<file path="src/sv/dq_pkg.sv">
package dq_pkg;

    localparam int CMD_W    = 3;
    localparam int VALUE_W  = 32;
    localparam int STATUS_W = 2;
    localparam int OCC_W    = 5;

    typedef enum logic [CMD_W-1:0] {
        CMD_PUSH_FRONT = 3'd0,
        CMD_PUSH_BACK  = 3'd1,
        CMD_POP_FRONT  = 3'd2,
        CMD_POP_BACK   = 3'd3,
        CMD_CLEAR      = 3'd4,
        CMD_QUERY      = 3'd5
    } t_cmd;

    typedef enum logic [STATUS_W-1:0] {
        ST_OK        = 2'd0,
        ST_UNDERFLOW = 2'd1,
        ST_OVERFLOW  = 2'd2
    } t_status;

    typedef enum logic [1:0] {
        CELL_HOLD,
        CELL_SHIFT_IN,
        CELL_SHIFT_OUT,
        CELL_WRITE
    } t_cell_op;

endpackage

</file>
<file path="src/sv/dq_cell.sv">
module dq_cell
    import dq_pkg::*;
#(
    parameter int DATA_WIDTH = 32,
    parameter int CW         = 5,
    parameter int INDEX      = 0
) (
    input  logic                  i_clk,
    input  t_cell_op              i_op,
    input  logic [CW-1:0]         i_count,
    input  logic [DATA_WIDTH-1:0] i_value,
    input  logic [DATA_WIDTH-1:0] i_prev,
    input  logic [DATA_WIDTH-1:0] i_next,
    output logic [DATA_WIDTH-1:0] o_data
);

    logic [DATA_WIDTH-1:0] r_data;
    logic [DATA_WIDTH-1:0] n_data;

    always_comb begin
        n_data = r_data;
        case (i_op)
            CELL_SHIFT_IN:  n_data = i_prev;
            CELL_SHIFT_OUT: n_data = i_next;
            CELL_WRITE: begin
                if (i_count == CW'(INDEX)) begin
                    n_data = i_value;
                end
            end
            default: n_data = r_data;
        endcase
    end

    always_ff @(posedge i_clk) begin
        r_data <= n_data;
    end

    assign o_data = r_data;

endmodule

</file>
<file path="src/sv/dq_chain.sv">
module dq_chain
    import dq_pkg::*;
#(
    parameter int DEPTH      = 16,
    parameter int DATA_WIDTH = 32,
    parameter int CW         = 5
) (
    input  logic                  i_clk,
    input  t_cell_op              i_op,
    input  logic [CW-1:0]         i_count,
    input  logic [DATA_WIDTH-1:0] i_value,
    output logic [DATA_WIDTH-1:0] o_head
);

    logic [DATA_WIDTH-1:0] cell_data [DEPTH];

    for (genvar g = 0; g < DEPTH; g++) begin : g_cell
        logic [DATA_WIDTH-1:0] prev_data;
        logic [DATA_WIDTH-1:0] next_data;

        if (g == 0) begin : g_first
            assign prev_data = i_value;
        end else begin : g_inner
            assign prev_data = cell_data[g-1];
        end

        if (g == DEPTH - 1) begin : g_last
            assign next_data = cell_data[g];
        end else begin : g_body
            assign next_data = cell_data[g+1];
        end

        dq_cell #(
            .DATA_WIDTH (DATA_WIDTH),
            .CW         (CW),
            .INDEX      (g)
        ) u_cell (
            .i_clk   (i_clk),
            .i_op    (i_op),
            .i_count (i_count),
            .i_value (i_value),
            .i_prev  (prev_data),
            .i_next  (next_data),
            .o_data  (cell_data[g])
        );
    end

    assign o_head = cell_data[0];

endmodule

</file>
<file path="config.mk">
export PLATFORM = sky130hd
export DESIGN_NAME = dq_chain
export DESIGN_NICKNAME = d
export VERILOG_FILES = /design/src/sv/dq_pkg.sv /design/src/sv/dq_cell.sv /design/src/sv/dq_chain.sv
export SDC_FILE = /design/constraint.sdc
export NUM_CORES = 1
export LEC_CHECK = 0
export BUFFER_PORTS_ARGS = -buffer_cell sky130_fd_sc_hd__buf_2
export CORE_MARGIN = 5
export CORE_UTILIZATION = 37
export DETAILED_ROUTE_END_ITERATION = 8
export PLACE_DENSITY = 0.64
export SLEW_MARGIN = 20
export SYNTH_ARGS = -nofsm -noshare
export SYNTH_HDL_FRONTEND = slang
export SYNTH_SLANG_ARGS = --single-unit
</file>
<file path="constraint.sdc">
create_clock -name i_clk -period 5.45 [get_ports i_clk]
set_clock_uncertainty 0.2 [all_clocks]
set_input_delay 1.09 -clock i_clk [delete_from_list [all_inputs] [get_ports i_clk]]
set_output_delay 1.09 -clock i_clk [all_outputs]
set_load 0.05 [all_outputs]
</file>
* Yosys cells after proc, flatten, opt, wreduce, memory -nomap -nowiden
Index checks and enable logic that the tools add are counted.
** Operators by class
- Eq/ne operators :: 34
- Mux-type cells :: 32
- Reduce and logical (&&, ||, !) cells :: 19
** Operators with widths (number)
- $pmux 32 s3 :: 15
- $mux 32 :: 16
- $pmux 32 s2 :: 1
- $eq 5x4->1 const B :: 8
- $ne 2x1->1 const B :: 16
- $reduce_and 2->1 :: 16
- $eq 5x3->1 const B :: 4
- $eq 5x2->1 const B :: 2
- $eq 5x1->1 const B :: 1
- $logic_not 5->1 :: 1
- $eq 2x2->1 const B :: 2
- $reduce_bool 3->1 :: 1
- $eq 2x1->1 const B :: 1
- $reduce_bool 2->1 :: 1
** Storage, ports and cells
- Register bits :: 512
- Input port bits :: 40
- Output and inout port bits :: 32

* Logic depth before layout (Yosys ltp)
- Depth in word-level cells :: 3
- Gate-level depth with buffers :: 6
- Mapped depth without buffers :: 2

* Hierarchy
A second synthesis with hierarchy kept.
** Second synthesis, totals
- Cell total of the unflattened synthesis :: 1894
- Area, all modules :: 26909.6 µm²
** By module, submodules not included
- dq_cell at g_cell[5].u_cell ... :: instances 3, cells each 114, area an instance 1659.1 µm²
- dq_cell at g_cell[13].u_cell ... :: instances 3, cells each 114, area an instance 1657.8 µm²
- dq_cell at g_cell[15].u_cell ... :: instances 3, cells each 114, area an instance 1655.3 µm²
- dq_cell at g_cell[10].u_cell ... :: instances 2, cells each 114, area an instance 1662.8 µm²
- dq_cell at g_cell[4].u_cell ... :: instances 2, cells each 114, area an instance 1656.6 µm²
- dq_cell at g_cell[0].u_cell :: instances 1, cells each 184, area an instance 2047.0 µm²
- dq_cell at g_cell[11].u_cell :: instances 1, cells each 114, area an instance 1654.1 µm²
- dq_cell at g_cell[3].u_cell :: instances 1, cells each 114, area an instance 1652.8 µm²

* Worst setup path after synthesis
Ideal clock, no wire load.
- Kind :: in2reg
- Start point :: in i_op[0]
- End point :: reg g_cell[0].u_cell.r_data[0] (enable)
- Library setup time :: 511 ps
- Arrival :: 4916 ps
- Setup slack :: -177 ps
- Cell stages on the path :: 5
- Path through :: buf_4 buf_6 nor2_1 buf_2 o41ai_1
** On the way
- Word-level cells in the longest chain between the ends :: 3
- Elaborated cells on any way between the ends :: 6
- Classes of those cells :: eq/ne (4); reduce/logical (2)
** Ends and longest elaborated chain
- start: declaration :: RTL line dq_chain.sv:9 : input t_cell_op i_op,
- $eq 2x2->1, or another cell as far along :: RTL line dq_cell.sv:22 : case (i_op)
- $ne 2x1->1 (no source line) / $reduce_bool 3->1 (equally long branches)
- $reduce_and 2->1 (no source line) *
- end signal: assignment :: RTL line dq_cell.sv:35 : r_data <= n_data;
- end: declaration :: RTL line dq_cell.sv:17 : logic [DATA_WIDTH-1:0] r_data;
Every way passes the cells marked *; elsewhere a longest branch is shown, timed or not.
A chain may end at the register's enable or synchronous reset.

* Worst setup path in the final report
- Start point :: in i_op[1]
- End point :: reg g_cell[9].u_cell.r_data[14], data pin
** On the way
- Word-level cells in the longest chain between the ends :: 2
- Elaborated cells on any way between the ends :: 4
- Classes of those cells :: eq/ne (3); mux (1)
** Ends and longest elaborated chain
- $eq 2x2->1, or another cell as far along :: RTL line dq_cell.sv:22
- $pmux 32 s3 * :: RTL line dq_cell.sv:22
- named net g_cell[9].u_cell.n_data[14] :: RTL line dq_cell.sv:18 : logic [DATA_WIDTH-1:0] n_data;
- end signal: assignment :: RTL line dq_cell.sv:35
- end: declaration :: RTL line dq_cell.sv:17
Mark *: on every way through the listed nets, which the timed path passes. The rest lies on a longest branch.

==> metrics.md <==
| Metric | Value |
|---|---|
| Mapped Nets | 2182 |
| Die W | 273.9 um |
| Total wirelength of the detailed-routed design | 54990 um |
| Mapped Cells | 2142 |
| Core outline area | 68830 um^2 |
| Antenna violations before repair | 3 |
| Setup violations, final | 0 |
| Largest delay share family, worst path | buffers and inverters |
| Worst min-delay path category | reg2reg |
| Fin nets | 2160 |
| Number of DRC markers in iteration 0 | 1260 |
| Cell at the root of the clock tree | clkbuf_16 |
| Insertion delay of the later-clocked pin in the worst-skew pair | 630 ps |
| Path depth of the worst reg2reg path | 2 |
| Maximum number of pins on one net before global-route repair | 306 |
| Via count | 15980 |
| Post-CTS setup buffer count | 0 |
| CP Data Arrival Time | 3550 ps |
| Synthesized area divided by synthesized cell count | 12.03 um^2 |
| Number of cells in the design after placement | 2992 |
| CP startpoint kind | input port |
| Critical path start-end classification | in2reg |
| Final cycle utilization of the critical path | 0.6273 |
| Num rows | 96 |
| Clock tree from TritonCTS | done |
| TritonCTS sink count | 512 |
| Slew at the pin closest to its max-slew limit | 1135 ps |
| Last weighted congestion value of the routability-driven placer | 0.7353 |
| Number of global-route vias before repair | 15490 |
| Post-route core utilization | 0.4146 |
| Aggregate global routing overflow | 0 |
| Commonest non-fill, non-tap cells in the layout | edfxtp_1, mux2i_1, nor2_1, a21oi_1, buf_2 |
| Die footprint | 75020 um^2 |
| WHS Path Cells | 1 |
| Residual DRC count | 0 |
| Post-CTS sizing | 0 |
| Number of detailed-route iterations in the first pass | 5 |
| Register-to-Register Setup Slack | 4290 ps |
| Number of buffers inserted by hold repair at cts | 0 |
| Fraction of registers with async set/reset | 0 |
| Worst-case hold slack | 377.6 ps |
| Post-layout power | 0.01005 W |
| All-Layer GR Usage | 0.1421 |
| Critical register-to-register path startpoint | g_cell[6].u_cell.o_data[27] |
| Number of input and output port buffers inserted | 71 |
| Max rail drop VDD | 0.0002238 V |
| Clock-pin transition on the worst setup and hold timing paths | 60 ps |
| Critical Path Fanout Max | 199 |
| Leading cell type in the layout, fill and taps excluded | edfxtp_1 |
| Maximum root-to-sink buffer count | 3 |
| Post-synth design cell area | 25770 um^2 |
| Largest incremental delay on the critical path | 590 ps |
| Shortest period the worst path allows | 3419 ps |
| Number of storage elements in the synthesis netlist | 512 |
| Initial Util | 0.3744 |
| Number of synthesized flops with an enable pin | 512 |
| Yosys cell types | 26 |
| Number of standard cells in the final layout excluding fillers | 3097 |
| Number of hold-slack violations in the final timing report | 0 |
| Max Slew Vio Count | 0 |
| Number of antenna-violating nets in the routed design | 0 |
| Number of clock buffers inserted by TritonCTS | 56 |
| Sequential share of the synthesized area | 0.5966 |
| Max cap viols | 0 |
| Setup repair after global routing missed its margin | false |
| Die Span Y | 273.9 um |
| Reg-to-reg endpoint | g_cell[5].u_cell.o_data[27] |
| Area added between synthesis and finish | 10.73% |
| Routed wire per std cell | 17.76 um |
| Cell-by-cell listing of the critical path | buf_8 -> buf_4 -> buf_12 -> buf_16 -> a21oi_1 |
| Critical hold path startpoint | g_cell[1].u_cell.o_data[7] |
| Number of top-level design ports | 72 |
| Yosys synthesis warning count | 0 |
| Worst-case hold path end point | g_cell[0].u_cell.o_data[7] |
| Leakage power figure | 10.69 nW |
| Buffers plus inverters on the worst setup path | 4 |
| Fraction of layout instances using a drive strength above 1 | 0.1242 |
| Highest attainable clock frequency | 292.5 MHz |
| Required @ worst endpoint | 5580 ps |
| Global-route wire length before repair | 86370 um |
| Crit. End Element | flip-flop |
| Run status | finished clean |
| HPWL Detailed | 33520 um |
| Critical-path top delay cell | buf_4 |
| Power density relative to cell area | 352.2 nW/um^2 |
| Worst slew slack as a fraction of its limit | 0.2430 |
| Via-to-Cell Ratio | 5.160 |
| Max FFs per register | 512 |
| Prevailing post-synth register cell | edfxtp_1 |
| H-tree Lvls | 2 |
==> through the flow <==
stage	cell area (um^2)	setup TNS [ps]	setup slack [ps]
floorplan	25770	-22520	-177.0
global placement	26800	0	1619
detailed placement	26820	0	1578
CTS	28490	0	2233
global route	28530	0	1883
finish	28530	0	2031
==> logic make-up after synthesis <==
kind of cell / Yosys count / share of synthesized area
AND/OR/NAND/NOR: 458 / 0.06769
buffers and inverters: 194 / 0.04151
multiplexers: 512 / 0.2020
AO/OA/AOI/OAI: 465 / 0.09182
XOR/XNOR: 1 / 0.0003400
flip-flops: 512 / 0.5966
==> worst max path at each step <==
stage / from / end / cells past startpoint
3_5_place_dp: i_op[1] / g_cell[3].u_cell.o_data[22] / 4
3_3_place_gp: i_op[1] / g_cell[13].u_cell.o_data[8] / 4
5_1_grt: i_op[1] / g_cell[11].u_cell.o_data[14] / 5
2_1_floorplan: i_op[0] / g_cell[0].u_cell.o_data[0] / 5
6_report: i_op[1] / g_cell[9].u_cell.o_data[14] / 5
4_1_cts: i_op[1] / g_cell[3].u_cell.o_data[24] / 4
==> power breakdown <==
group	total, W	switching, W	leakage (nW)	internal, W
sequential	0.00517	0.000220	4.90	0.00495
combinational	0.00136	0.000869	4.98	0.000492
clock	0.00352	0.00155	0.811	0.00197
total	0.0100	0.00264	10.7	0.00741
==> worst register-to-register path, stage by stage, from the launching register on <==
cell and delay (ps):
edfxtp_1 400, mux2i_1 150, a21oi_1 100
==> synth_stat cells, types with 2 or more instances <==
master	instances	area share
edfxtp_1	512	0.60
nor2_1	449	0.065
a21oi_1	448	0.087
mux2i_1	448	0.17
clkbuf_1	93	0.014
mux2_2	63	0.028
buf_2	38	0.0074
buf_4	34	0.0099
buf_6	22	0.0096
o31ai_1	8	0.0023
buf_1	5	0.00073
o41ai_1	4	0.0014
o21ai_0	3	0.00058
nand2b_1	2	0.00049
or3b_2	2	0.00068
==> layer usage <==
layer | global-route usage | up-vias | wire, um
met4 | 0.03929 | 2 | 1255
met1 | 0.1953 | 7824 | 25690
li1 | - | 7837 | -
met5 | 0 | - | 13
met3 | 0.02468 | 63 | 2094
met2 | 0.2337 | 254 | 25940
==> area by class of cell <==
cell class | instances | area (um^2)
timing repair buffer | 113 | 775.7
clock buffer | 75 | 1494
fill | 6346 | 40290
sequential | 512 | 15370
tap | 931 | 1165
multi-input combinational | 1436 | 9532
clock inverter | 28 | 185.2
antenna | 1 | 2.502
inverter | 1 | 3.754
(Power assumes the default switching activity.)
